$ cat src/rtl/lrd_pkg.sv
package lrd_pkg;

  localparam int WINDOW_DEPTH_DEF = 512;
  localparam int LENGTH_BITS_DEF  = 24;
  localparam int QUEUE_DEPTH      = 2;
  localparam int DIST_W           = 9;
  localparam int RUN_W            = 16;

  // Result status codes.
  localparam logic [1:0] STS_OK     = 2'd0;
  localparam logic [1:0] STS_WRONG  = 2'd1;
  localparam logic [1:0] STS_BADREF = 2'd2;
  localparam logic [1:0] STS_DONE   = 2'd3;

  // Header kinds.
  localparam logic [1:0] KIND_LIT   = 2'd0;
  localparam logic [1:0] KIND_COPY9 = 2'd1;
  localparam logic [1:0] KIND_COPY2 = 2'd2;

  // Request kinds.
  localparam logic REQ_BYTE = 1'b0;
  localparam logic REQ_TICK = 1'b1;

  typedef enum logic [2:0] {
    PH_HEADER   = 3'd0,
    PH_LITERAL  = 3'd1,
    PH_DIST     = 3'd2,
    PH_COUNT    = 3'd3,
    PH_SKIP     = 3'd4,
    PH_VALUE    = 3'd5,
    PH_COPY_RUN = 3'd6,
    PH_FILL_RUN = 3'd7
  } phase_t;

  // One classified operation passed from the parser to the executor.
  typedef struct packed {
    logic              emit;
    logic              copy;
    logic [7:0]        data;
    logic [DIST_W-1:0] copy_dist;
    logic              want;
    logic [1:0]        status;
  } op_t;

endpackage

$ cat src/rtl/lrd_front.sv
module lrd_front import lrd_pkg::*; #(
  parameter int LENGTH_BITS = LENGTH_BITS_DEF
) (
  input  logic                   clk,
  input  logic                   rst_n,
  input  logic                   in_fire,
  input  logic                   req_type,
  input  logic [7:0]             in_byte,
  input  logic [LENGTH_BITS-1:0] out_len,
  output op_t                    op
);

  localparam int CW = (LENGTH_BITS > DIST_W) ? LENGTH_BITS : DIST_W;

  phase_t                  phase_r, phase_nxt;
  logic [LENGTH_BITS-1:0]  produced_r, produced_nxt;
  logic [RUN_W-1:0]        run_left_r, run_left_nxt;
  logic [DIST_W-1:0]       dist_r, dist_nxt;
  logic [7:0]              fill_r, fill_nxt;
  logic [7:0]              hdr_r, hdr_nxt;
  logic                    stopped_r, stopped_nxt;

  logic                    finished;
  logic                    live;
  logic                    run_ph;
  logic                    act;
  logic                    emit;
  logic                    bad_ref;
  logic [DIST_W-1:0]       dist_calc;
  logic [RUN_W-1:0]        run_dec;
  logic [1:0]              in_kind;
  logic [4:0]              in_amt;
  logic [5:0]              hdr_left;

  // Shared decode of the current item.
  assign finished  = (produced_r >= out_len);
  assign live      = !stopped_r && !finished;
  assign run_ph    = (phase_r == PH_COPY_RUN) || (phase_r == PH_FILL_RUN);
  assign act       = in_fire && live && ((req_type == REQ_TICK) == run_ph);
  assign emit      = (phase_r == PH_LITERAL) || run_ph;
  assign run_dec   = run_left_r - RUN_W'(1);
  assign in_kind   = in_byte[7:6];
  assign in_amt    = in_byte[4:0];
  assign hdr_left  = 6'd32 - {1'b0, hdr_r[4:0]};
  assign dist_calc = (hdr_r[7:6] == KIND_COPY9) ? {hdr_r[5], in_byte} : {in_byte, 1'b0};
  assign bad_ref   = (dist_calc == '0) || (CW'(dist_calc) > CW'(produced_r));

  // Next parse phase.
  always_comb begin
    phase_nxt = phase_r;
    if (act) begin
      case (phase_r)
        PH_HEADER: begin
          case (in_kind)
            KIND_LIT:   phase_nxt = (in_amt == 5'd31) ? PH_HEADER : PH_LITERAL;
            KIND_COPY9: phase_nxt = PH_DIST;
            KIND_COPY2: phase_nxt = PH_DIST;
            default:    phase_nxt = in_byte[5] ? PH_HEADER : PH_COUNT;
          endcase
        end
        PH_DIST:  phase_nxt = bad_ref ? PH_DIST : PH_COPY_RUN;
        PH_COUNT: phase_nxt = PH_SKIP;
        PH_SKIP:  phase_nxt = PH_VALUE;
        PH_VALUE: phase_nxt = (run_left_r != '0) ? PH_FILL_RUN : PH_HEADER;
        default:  phase_nxt = (run_dec == '0) ? PH_HEADER : phase_r;
      endcase
    end
  end

  // Datapath updates and the classified operation.
  always_comb begin
    produced_nxt = produced_r;
    run_left_nxt = run_left_r;
    dist_nxt     = dist_r;
    fill_nxt     = fill_r;
    hdr_nxt      = hdr_r;
    stopped_nxt  = stopped_r;
    op           = '0;
    op.status    = STS_OK;
    if (stopped_r) begin
      op.status = STS_BADREF;
    end else if (finished) begin
      op.status = STS_DONE;
    end else if ((req_type == REQ_TICK) != run_ph) begin
      op.status = STS_WRONG;
    end else begin
      case (phase_r)
        PH_HEADER: begin
          hdr_nxt = in_byte;
          case (in_kind)
            KIND_LIT:   run_left_nxt = RUN_W'(5'd31 - in_amt);
            KIND_COPY9: run_left_nxt = RUN_W'(6'd35 - {1'b0, in_amt});
            KIND_COPY2: run_left_nxt = RUN_W'({6'd32 - {1'b0, in_amt}, in_byte[5], 1'b0});
            default: begin
              if (in_byte[5]) begin
                run_left_nxt = '0;
              end
            end
          endcase
        end
        PH_DIST: begin
          if (bad_ref) begin
            stopped_nxt = 1'b1;
            op.status   = STS_BADREF;
          end else begin
            dist_nxt = dist_calc;
          end
        end
        PH_COUNT: run_left_nxt = RUN_W'({(14'(hdr_left) + {1'b0, in_byte, 5'd0}), 2'b00});
        PH_VALUE: fill_nxt = in_byte;
        default: ;
      endcase
      if (emit) begin
        produced_nxt = produced_r + LENGTH_BITS'(1);
        run_left_nxt = run_dec;
        op.emit      = 1'b1;
        op.copy      = (phase_r == PH_COPY_RUN);
        op.copy_dist = dist_r;
        op.data      = (phase_r == PH_FILL_RUN) ? fill_r :
                       (phase_r == PH_LITERAL) ? in_byte : 8'd0;
      end
    end
    op.want = !(stopped_nxt || (produced_nxt >= out_len) ||
                (phase_nxt == PH_COPY_RUN) || (phase_nxt == PH_FILL_RUN));
  end

  // Parser state registers.
  always_ff @(posedge clk) begin
    if (!rst_n) begin
      phase_r    <= PH_HEADER;
      produced_r <= '0;
      run_left_r <= '0;
      dist_r     <= '0;
      fill_r     <= '0;
      hdr_r      <= '0;
      stopped_r  <= 1'b0;
    end else if (act || (in_fire && live && phase_r == PH_DIST)) begin
      phase_r    <= phase_nxt;
      produced_r <= produced_nxt;
      run_left_r <= run_left_nxt;
      dist_r     <= dist_nxt;
      fill_r     <= fill_nxt;
      hdr_r      <= hdr_nxt;
      stopped_r  <= stopped_nxt;
    end
  end

endmodule

$ cat src/rtl/lrd_fifo.sv
module lrd_fifo import lrd_pkg::*; (
  input  logic clk,
  input  logic rst_n,
  input  logic push,
  input  op_t  push_op,
  output logic full,
  input  logic pop,
  output logic not_empty,
  output op_t  head
);

  localparam int PW = (QUEUE_DEPTH > 1) ? $clog2(QUEUE_DEPTH) : 1;
  localparam int CNTW = $clog2(QUEUE_DEPTH + 1);

  op_t             slots [QUEUE_DEPTH];
  logic [PW-1:0]   wp_r, rp_r;
  logic [CNTW-1:0] cnt_r;

  assign full      = (cnt_r == CNTW'(QUEUE_DEPTH));
  assign not_empty = (cnt_r != '0);
  assign head      = slots[rp_r];

  // Pointer and fill count.
  always_ff @(posedge clk) begin
    if (!rst_n) begin
      wp_r  <= '0;
      rp_r  <= '0;
      cnt_r <= '0;
    end else begin
      if (push) begin
        wp_r <= (wp_r == PW'(QUEUE_DEPTH - 1)) ? '0 : wp_r + PW'(1);
      end
      if (pop) begin
        rp_r <= (rp_r == PW'(QUEUE_DEPTH - 1)) ? '0 : rp_r + PW'(1);
      end
      cnt_r <= cnt_r + CNTW'(push) - CNTW'(pop);
    end
  end

  // Entry storage.
  always_ff @(posedge clk) begin
    if (push) begin
      slots[wp_r] <= push_op;
    end
  end

endmodule

$ cat src/rtl/lrd_back.sv
module lrd_back import lrd_pkg::*; #(
  parameter int WINDOW_DEPTH = WINDOW_DEPTH_DEF
) (
  input  logic       clk,
  input  logic       rst_n,
  input  logic       q_valid,
  input  op_t        q_op,
  output logic       q_pop,
  output logic       out_tvalid,
  input  logic       out_tready,
  output logic [7:0] out_tdata,
  output logic [3:0] out_tuser
);

  localparam int AW = $clog2(WINDOW_DEPTH);

  logic [7:0]    hist [WINDOW_DEPTH];
  logic [AW-1:0] wptr_r, wa_r, rd_addr;
  logic [7:0]    ram_q_r;
  logic          byp_hit_r;
  logic [7:0]    byp_data_r;
  logic          r_valid_r, o_valid_r;
  op_t           r_op_r, o_op_r, o_op_nxt;
  logic [7:0]    r_data;
  logic          r_load, o_load, wr_en;

  // Stage handshakes.
  assign o_load  = r_valid_r && (!o_valid_r || out_tready);
  assign r_load  = q_valid && (!r_valid_r || o_load);
  assign q_pop   = r_load;
  assign wr_en   = o_load && r_op_r.emit;
  assign rd_addr = wptr_r - AW'(q_op.copy_dist);

  // Copy bytes take the history read, or the byte written alongside that read.
  assign r_data = r_op_r.copy ? (byp_hit_r ? byp_data_r : ram_q_r) : r_op_r.data;

  // History read for the op entering the read stage.
  always_ff @(posedge clk) begin
    if (r_load) begin
      ram_q_r    <= hist[rd_addr];
      byp_hit_r  <= wr_en && (wa_r == rd_addr);
      byp_data_r <= r_data;
      wa_r       <= wptr_r;
      r_op_r     <= q_op;
    end
  end

  // History write as an op leaves the read stage.
  always_ff @(posedge clk) begin
    if (wr_en) begin
      hist[wa_r] <= r_data;
    end
  end

  // Output register payload: the read-stage op with its final byte.
  always_comb begin
    o_op_nxt      = r_op_r;
    o_op_nxt.data = r_data;
  end

  always_ff @(posedge clk) begin
    if (o_load) begin
      o_op_r <= o_op_nxt;
    end
  end

  // Stage valids and write pointer.
  always_ff @(posedge clk) begin
    if (!rst_n) begin
      r_valid_r <= 1'b0;
      o_valid_r <= 1'b0;
      wptr_r    <= '0;
    end else begin
      if (r_load) begin
        r_valid_r <= 1'b1;
      end else if (o_load) begin
        r_valid_r <= 1'b0;
      end
      if (o_load) begin
        o_valid_r <= 1'b1;
      end else if (out_tready) begin
        o_valid_r <= 1'b0;
      end
      if (r_load && q_op.emit) begin
        wptr_r <= wptr_r + AW'(1);
      end
    end
  end

  assign out_tvalid = o_valid_r;
  assign out_tdata  = o_op_r.data;
  assign out_tuser  = {o_op_r.status, o_op_r.want, o_op_r.emit};

endmodule

$ cat src/rtl/lz_rle_byte_decompressor.sv
// LZ/RLE byte decompressor.
// The in_ channel carries one request per item: in_tuser low asks the block to
// take the compressed byte in in_tdata, in_tuser high is a tick that releases
// one byte of a pending copy or fill run. Every accepted item yields exactly
// one result item on the out_ channel with the decoded byte, a flag that says
// whether the byte is real, a hint for the kind of the next request and a
// status. cfg_ writes set the number of bytes to produce; write only while idle.
// Throughput is one item per cycle while out_tready stays high. A result passes
// through the parse queue and the history read stage, and then it sits in the
// output register. The 512-byte (WINDOW_DEPTH) history is a single-port-read
// RAM; a distance-one copy is served from a bypass of the byte written in the
// same cycle.
// Reset clears the parser, the queue and the output stage; history contents
// are left as they are and are only read after being written.
// When out_tready is low the output register holds, the queue fills and
// in_tready falls once the two queue entries are taken.
module lz_rle_byte_decompressor import lrd_pkg::*; #(
  parameter int WINDOW_DEPTH = WINDOW_DEPTH_DEF,
  parameter int LENGTH_BITS  = LENGTH_BITS_DEF
) (
  input  logic                               clk,
  input  logic                               rst_n,
  input  logic                               in_tvalid,
  output logic                               in_tready,
  input  logic [7:0]                         in_tdata,   // in_byte
  input  logic                               in_tuser,   // req_type
  output logic                               out_tvalid,
  input  logic                               out_tready,
  output logic [7:0]                         out_tdata,  // out_byte
  output logic [3:0]                         out_tuser,  // status[1:0], want_byte, out_valid
  input  logic                               cfg_valid,
  output logic                               cfg_ready,
  input  logic [((LENGTH_BITS+7)/8)*8-1:0]   cfg_data    // output_length
);

  logic [LENGTH_BITS-1:0] out_len_r;
  logic                   in_fire;
  logic                   q_full, q_valid, q_pop;
  op_t                    f_op, q_op;

  assign cfg_ready = 1'b1;
  assign in_tready = !q_full;
  assign in_fire   = in_tvalid && in_tready;

  // Output length register.
  always_ff @(posedge clk) begin
    if (!rst_n) begin
      out_len_r <= '0;
    end else if (cfg_valid) begin
      out_len_r <= cfg_data[LENGTH_BITS-1:0];
    end
  end

  lrd_front #(.LENGTH_BITS(LENGTH_BITS)) u_front (
    .clk      (clk),
    .rst_n    (rst_n),
    .in_fire  (in_fire),
    .req_type (in_tuser),
    .in_byte  (in_tdata),
    .out_len  (out_len_r),
    .op       (f_op)
  );

  lrd_fifo u_fifo (
    .clk       (clk),
    .rst_n     (rst_n),
    .push      (in_fire),
    .push_op   (f_op),
    .full      (q_full),
    .pop       (q_pop),
    .not_empty (q_valid),
    .head      (q_op)
  );

  lrd_back #(.WINDOW_DEPTH(WINDOW_DEPTH)) u_back (
    .clk        (clk),
    .rst_n      (rst_n),
    .q_valid    (q_valid),
    .q_op       (q_op),
    .q_pop      (q_pop),
    .out_tvalid (out_tvalid),
    .out_tready (out_tready),
    .out_tdata  (out_tdata),
    .out_tuser  (out_tuser)
  );

endmodule

$ cat config.mk
export PLATFORM = sky130hd
export DESIGN_NAME = lz_rle_byte_decompressor
export DESIGN_NICKNAME = d
export VERILOG_FILES = /design/src/rtl/lrd_pkg.sv /design/src/rtl/lrd_front.sv /design/src/rtl/lrd_fifo.sv /design/src/rtl/lrd_back.sv /design/src/rtl/lz_rle_byte_decompressor.sv
export SDC_FILE = /design/constraint.sdc
export NUM_CORES = 2
export LEC_CHECK = 0
export BUFFER_PORTS_ARGS = -buffer_cell sky130_fd_sc_hd__clkbuf_2
export CAP_MARGIN = 20
export CORE_MARGIN = 2
export CORE_UTILIZATION = 53
export DETAILED_ROUTE_END_ITERATION = 8
export PLACE_DENSITY = 0.75
export SYNTH_ARGS = -nofsm -noshare
export SYNTH_HDL_FRONTEND = slang
export SYNTH_MEMORY_MAX_BITS = 65536
export SYNTH_SLANG_ARGS = --single-unit
export TNS_END_PERCENT = 1
$ cat constraint.sdc
create_clock -name clk -period 21.6 [get_ports clk]
set_input_delay 3.24 -clock clk [delete_from_list [all_inputs] [get_ports clk]]
set_output_delay 3.24 -clock clk [all_outputs]
set_load 0.02 [all_outputs]
==> flow_metrics.tcl <==
set metrics [dict create \
    setup_total_negative_slack_ns 0 \
    grtUsageTotal_pct 26.6 \
    yosysWarnings 0 \
    synth-seq-cells 4300 \
    use_met2_pct 41.0 \
    fmax_mhz 122 \
    hold_path_class "flop to flop" \
    numCtsBuffers 419 \
    hold_viol_final 0 \
    setup_violations 0 \
    drive_gt1_share_pct 23.8 \
    cts.sinks 4300 \
    netlist_instances 8208 \
    reg2reg_slack_ns 13.37 \
    n_fill_cell 21700 \
    place.gp.congestion 0.885 \
    syn_to_final_growth_pct 11.1 \
    cts_hold_buf 0 \
    multi_input_area_um2 39800 \
    synth_area_um2 170000 \
    p_leak_nw 58.7 \
    grt_pass1_vias 86700 \
    rows 208 \
    r2r_end "u_back.ram_q_r[1]" \
    overflow 0 \
    ant_nets 0 \
    peakVddDrop_mv 0.339 \
    cap_violations 0 \
    port_buffers 51 \
    synth_nets 8331 \
    cpPeakStageDelay_ns 1.41 \
    synth.yosys.seq_area_share_pct 75.2 \
    first_pass_iters 9 \
    synth_ff_type "edfxtp_1" \
    arrival_ns 8.91 \
    nets 8466 \
    num_vias 86800 \
    post_cts_buffers 0 \
    status "finished, final reports clean" \
    drt_iter0_drc 13900 \
    met1_usage_pct 36.8 \
    ctsResizeCount 0 \
    wl_per_cell_um 33.5 \
    viasPerCell 6.67 \
    grt_max_degree 250 \
    crit_path_max_fanout 123 \
    hp-start "u_front.fill_r[7]" \
    initial_utilization_pct 53.1 \
    insertion_delay_ns 1.00 \
    async_flop_share_pct 0 \
    start_kind "flop" \
    core-area_um2 320000 \
    seqCellArea_um2 128000 \
    crit_chain "mux2_2, ha_4, inv_1, fa_4, buf_12, buf_4, buf_12, mux4_2, mux4_2, mux2i_1, a21oi_1, o32ai_1, nor4_1" \
    stdcell_count 13000 \
    worst-setup-path-type "flop to flop" \
    wl_mm 435 \
    r2r_cells 13 \
    met3_usage_pct 6.79 \
    slew_headroom_pct 7.72 \
    clockRootBuffer "clkbuf_16" \
    clk_path_buf_depth 4 \
    endpoint_kind "flop" \
    synth.distinct_cells 86 \
    critical_path_buf_inv_count 4 \
    fp.dieW_um 571 \
    critical_path.top_delay_family "buffers and inverters" \
    cellPowerDensity_nw_per_um2 164 \
    pin_count 53 \
    grt_pass1_wl_mm 624 \
    htreeDepth 5 \
    slowest_stage "fa_4" \
    path_clk_slew_ns 0.07 \
    worst_pin_slew_ns 1.38 \
    gr-max-usage-layer "met2" \
    dieHeight_um 571 \
    rsz0062_at_grt "no" \
    finClkSkew_ns 0.0728 \
    slew_viol_final 0 \
    dp_hpwl_mm 241 \
    min_to "u_front.fill_r[7]" \
    syn_area_per_cell_um2 20.7 \
    dp_cells 12200 \
    hold_depth 2 \
    post-route-period-util_pct 38.1 \
    crit_required_ns 22.28 \
    synth_edf_count 4191 \
    drcViolationCount 0 \
    layout_min_cycle_time_ns 8.23 \
    cts_tree "done" \
    antenna_found_initial 19 \
    die_area_um2 326000 \
]
-- power by group --
group	switching, mW	leakage (nW)	internal [mW]
registers	0.0771	38.4	11.1
logic	7.83	13.6	4.60
clock network	3.22	6.70	4.17
-- logic make-up after synthesis --
group,share of synthesized area (%)
AO/OA/AOI/OAI,1.50
other,0.00220
adder cells (fa/ha/maj),0.629
buffers and inverters,1.69
AND/OR/NAND/NOR,3.71
XOR/XNOR,0.396
multiplexers,16.9
flip-flops,75.2
-- state kept, by name, indices dropped and copies added (netlist names), 9 cells and up, named ones only --
name / count
u_back.wa_r: 9
u_fifo.slots: 44
u_front.dist_r: 9
u_back.hist: 4096
out_len_r: 24
u_front.produced_r: 24
u_front.run_left_r: 16
u_back.wptr_r: 9
-- worst min-delay path, delay by kind of cell (launching register included) --
family / cells / cell delay, ns
simple gates: 1 / 0.06
flops: 1 / 0.31
compound gates: 1 / 0.06
-- worst max path at each step --
stage                      endpoint  slack [ns]  depth (start not counted)                 from
3_5_place_dp      u_back.ram_q_r[4]       13.47                         12                 flop
4_1_cts           u_back.ram_q_r[5]       13.45                         13                 flop
6_report          u_back.ram_q_r[1]       13.37                         13                 flop
2_1_floorplan  u_back.byp_data_r[5]        4.05                          4  u_back.o_op_nxt[20]
3_3_place_gp      u_back.ram_q_r[3]       13.37                         14                 flop
5_1_grt           u_back.ram_q_r[4]       12.92                         12                 flop
-- cell type report --
type / instances / area share (%)
Sequential cell: 4300 / 67.7
Multi-Input combinational cell: 3355 / 21.0
Clock buffer: 516 / 5.82
Tap cell: 4305 / 2.85
Clock inverter: 255 / 1.51
Timing Repair Buffer: 201 / 0.954
Inverter: 66 / 0.131
Antenna cell: 15 / 0.0198
-- placed cells by master (no fill, tap or decap), types with 72 or more instances in the layout --
master,Yosys,layout
ha_1,84,83
nand3_1,144,140
mux4_2,1184,1184
nand2_1,388,376
clkinv_1,0,82
buf_4,111,112
clkbuf_1,208,87
a21oi_1,84,75
nor2_1,695,689
clkbuf_16,0,424
dfxtp_1,109,109
mux2i_1,123,123
clkinv_2,0,72
edfxtp_1,4191,4191
-- Yosys cell counts, types with 26 or more instances --
master | count | area share, %
a21o_1 | 26 | 0.11
a21oi_1 | 84 | 0.25
and3_1 | 32 | 0.12
buf_1 | 41 | 0.090
buf_2 | 101 | 0.30
buf_4 | 111 | 0.49
clkbuf_1 | 208 | 0.46
dfxtp_1 | 109 | 1.3
edfxtp_1 | 4191 | 74
ha_1 | 84 | 0.62
inv_1 | 64 | 0.14
mux2i_1 | 123 | 0.72
mux4_2 | 1184 | 16
nand2_1 | 388 | 0.86
nand3_1 | 144 | 0.42
nand4_1 | 42 | 0.15
nor2_1 | 695 | 1.5
nor3_1 | 53 | 0.16
o21ai_0 | 64 | 0.19
xnor2_1 | 46 | 0.24
xor2_1 | 31 | 0.16
-- metrics by stage --
stage | setup slack, ns | instance area (µm²) | util, % | total power, mW | hold WS, ns
4_1_cts | 13.45 | 189000 | 59.0 | 30.9 | 0.479
5_1_grt | 12.92 | 189000 | 59.0 | 31.8 | 0.495
6_report | 13.37 | 189000 | 59.0 | 31.0 | 0.482
2_1_floorplan | 4.05 | 170000 | - | 20.8 | 0.400
3_5_place_dp | 13.47 | 175000 | 54.7 | 23.5 | 0.471
3_3_place_gp | 13.37 | 175000 | 54.7 | 23.3 | 0.457
-- per-layer routing --
metal / up-vias / wire (µm)
met5: - / 190
met4: 22 / 19800
met3: 999 / 54500
met2: 6200 / 204000
met1: 45400 / 157000
li1: 34100 / -
(Power assumes the default switching activity.)
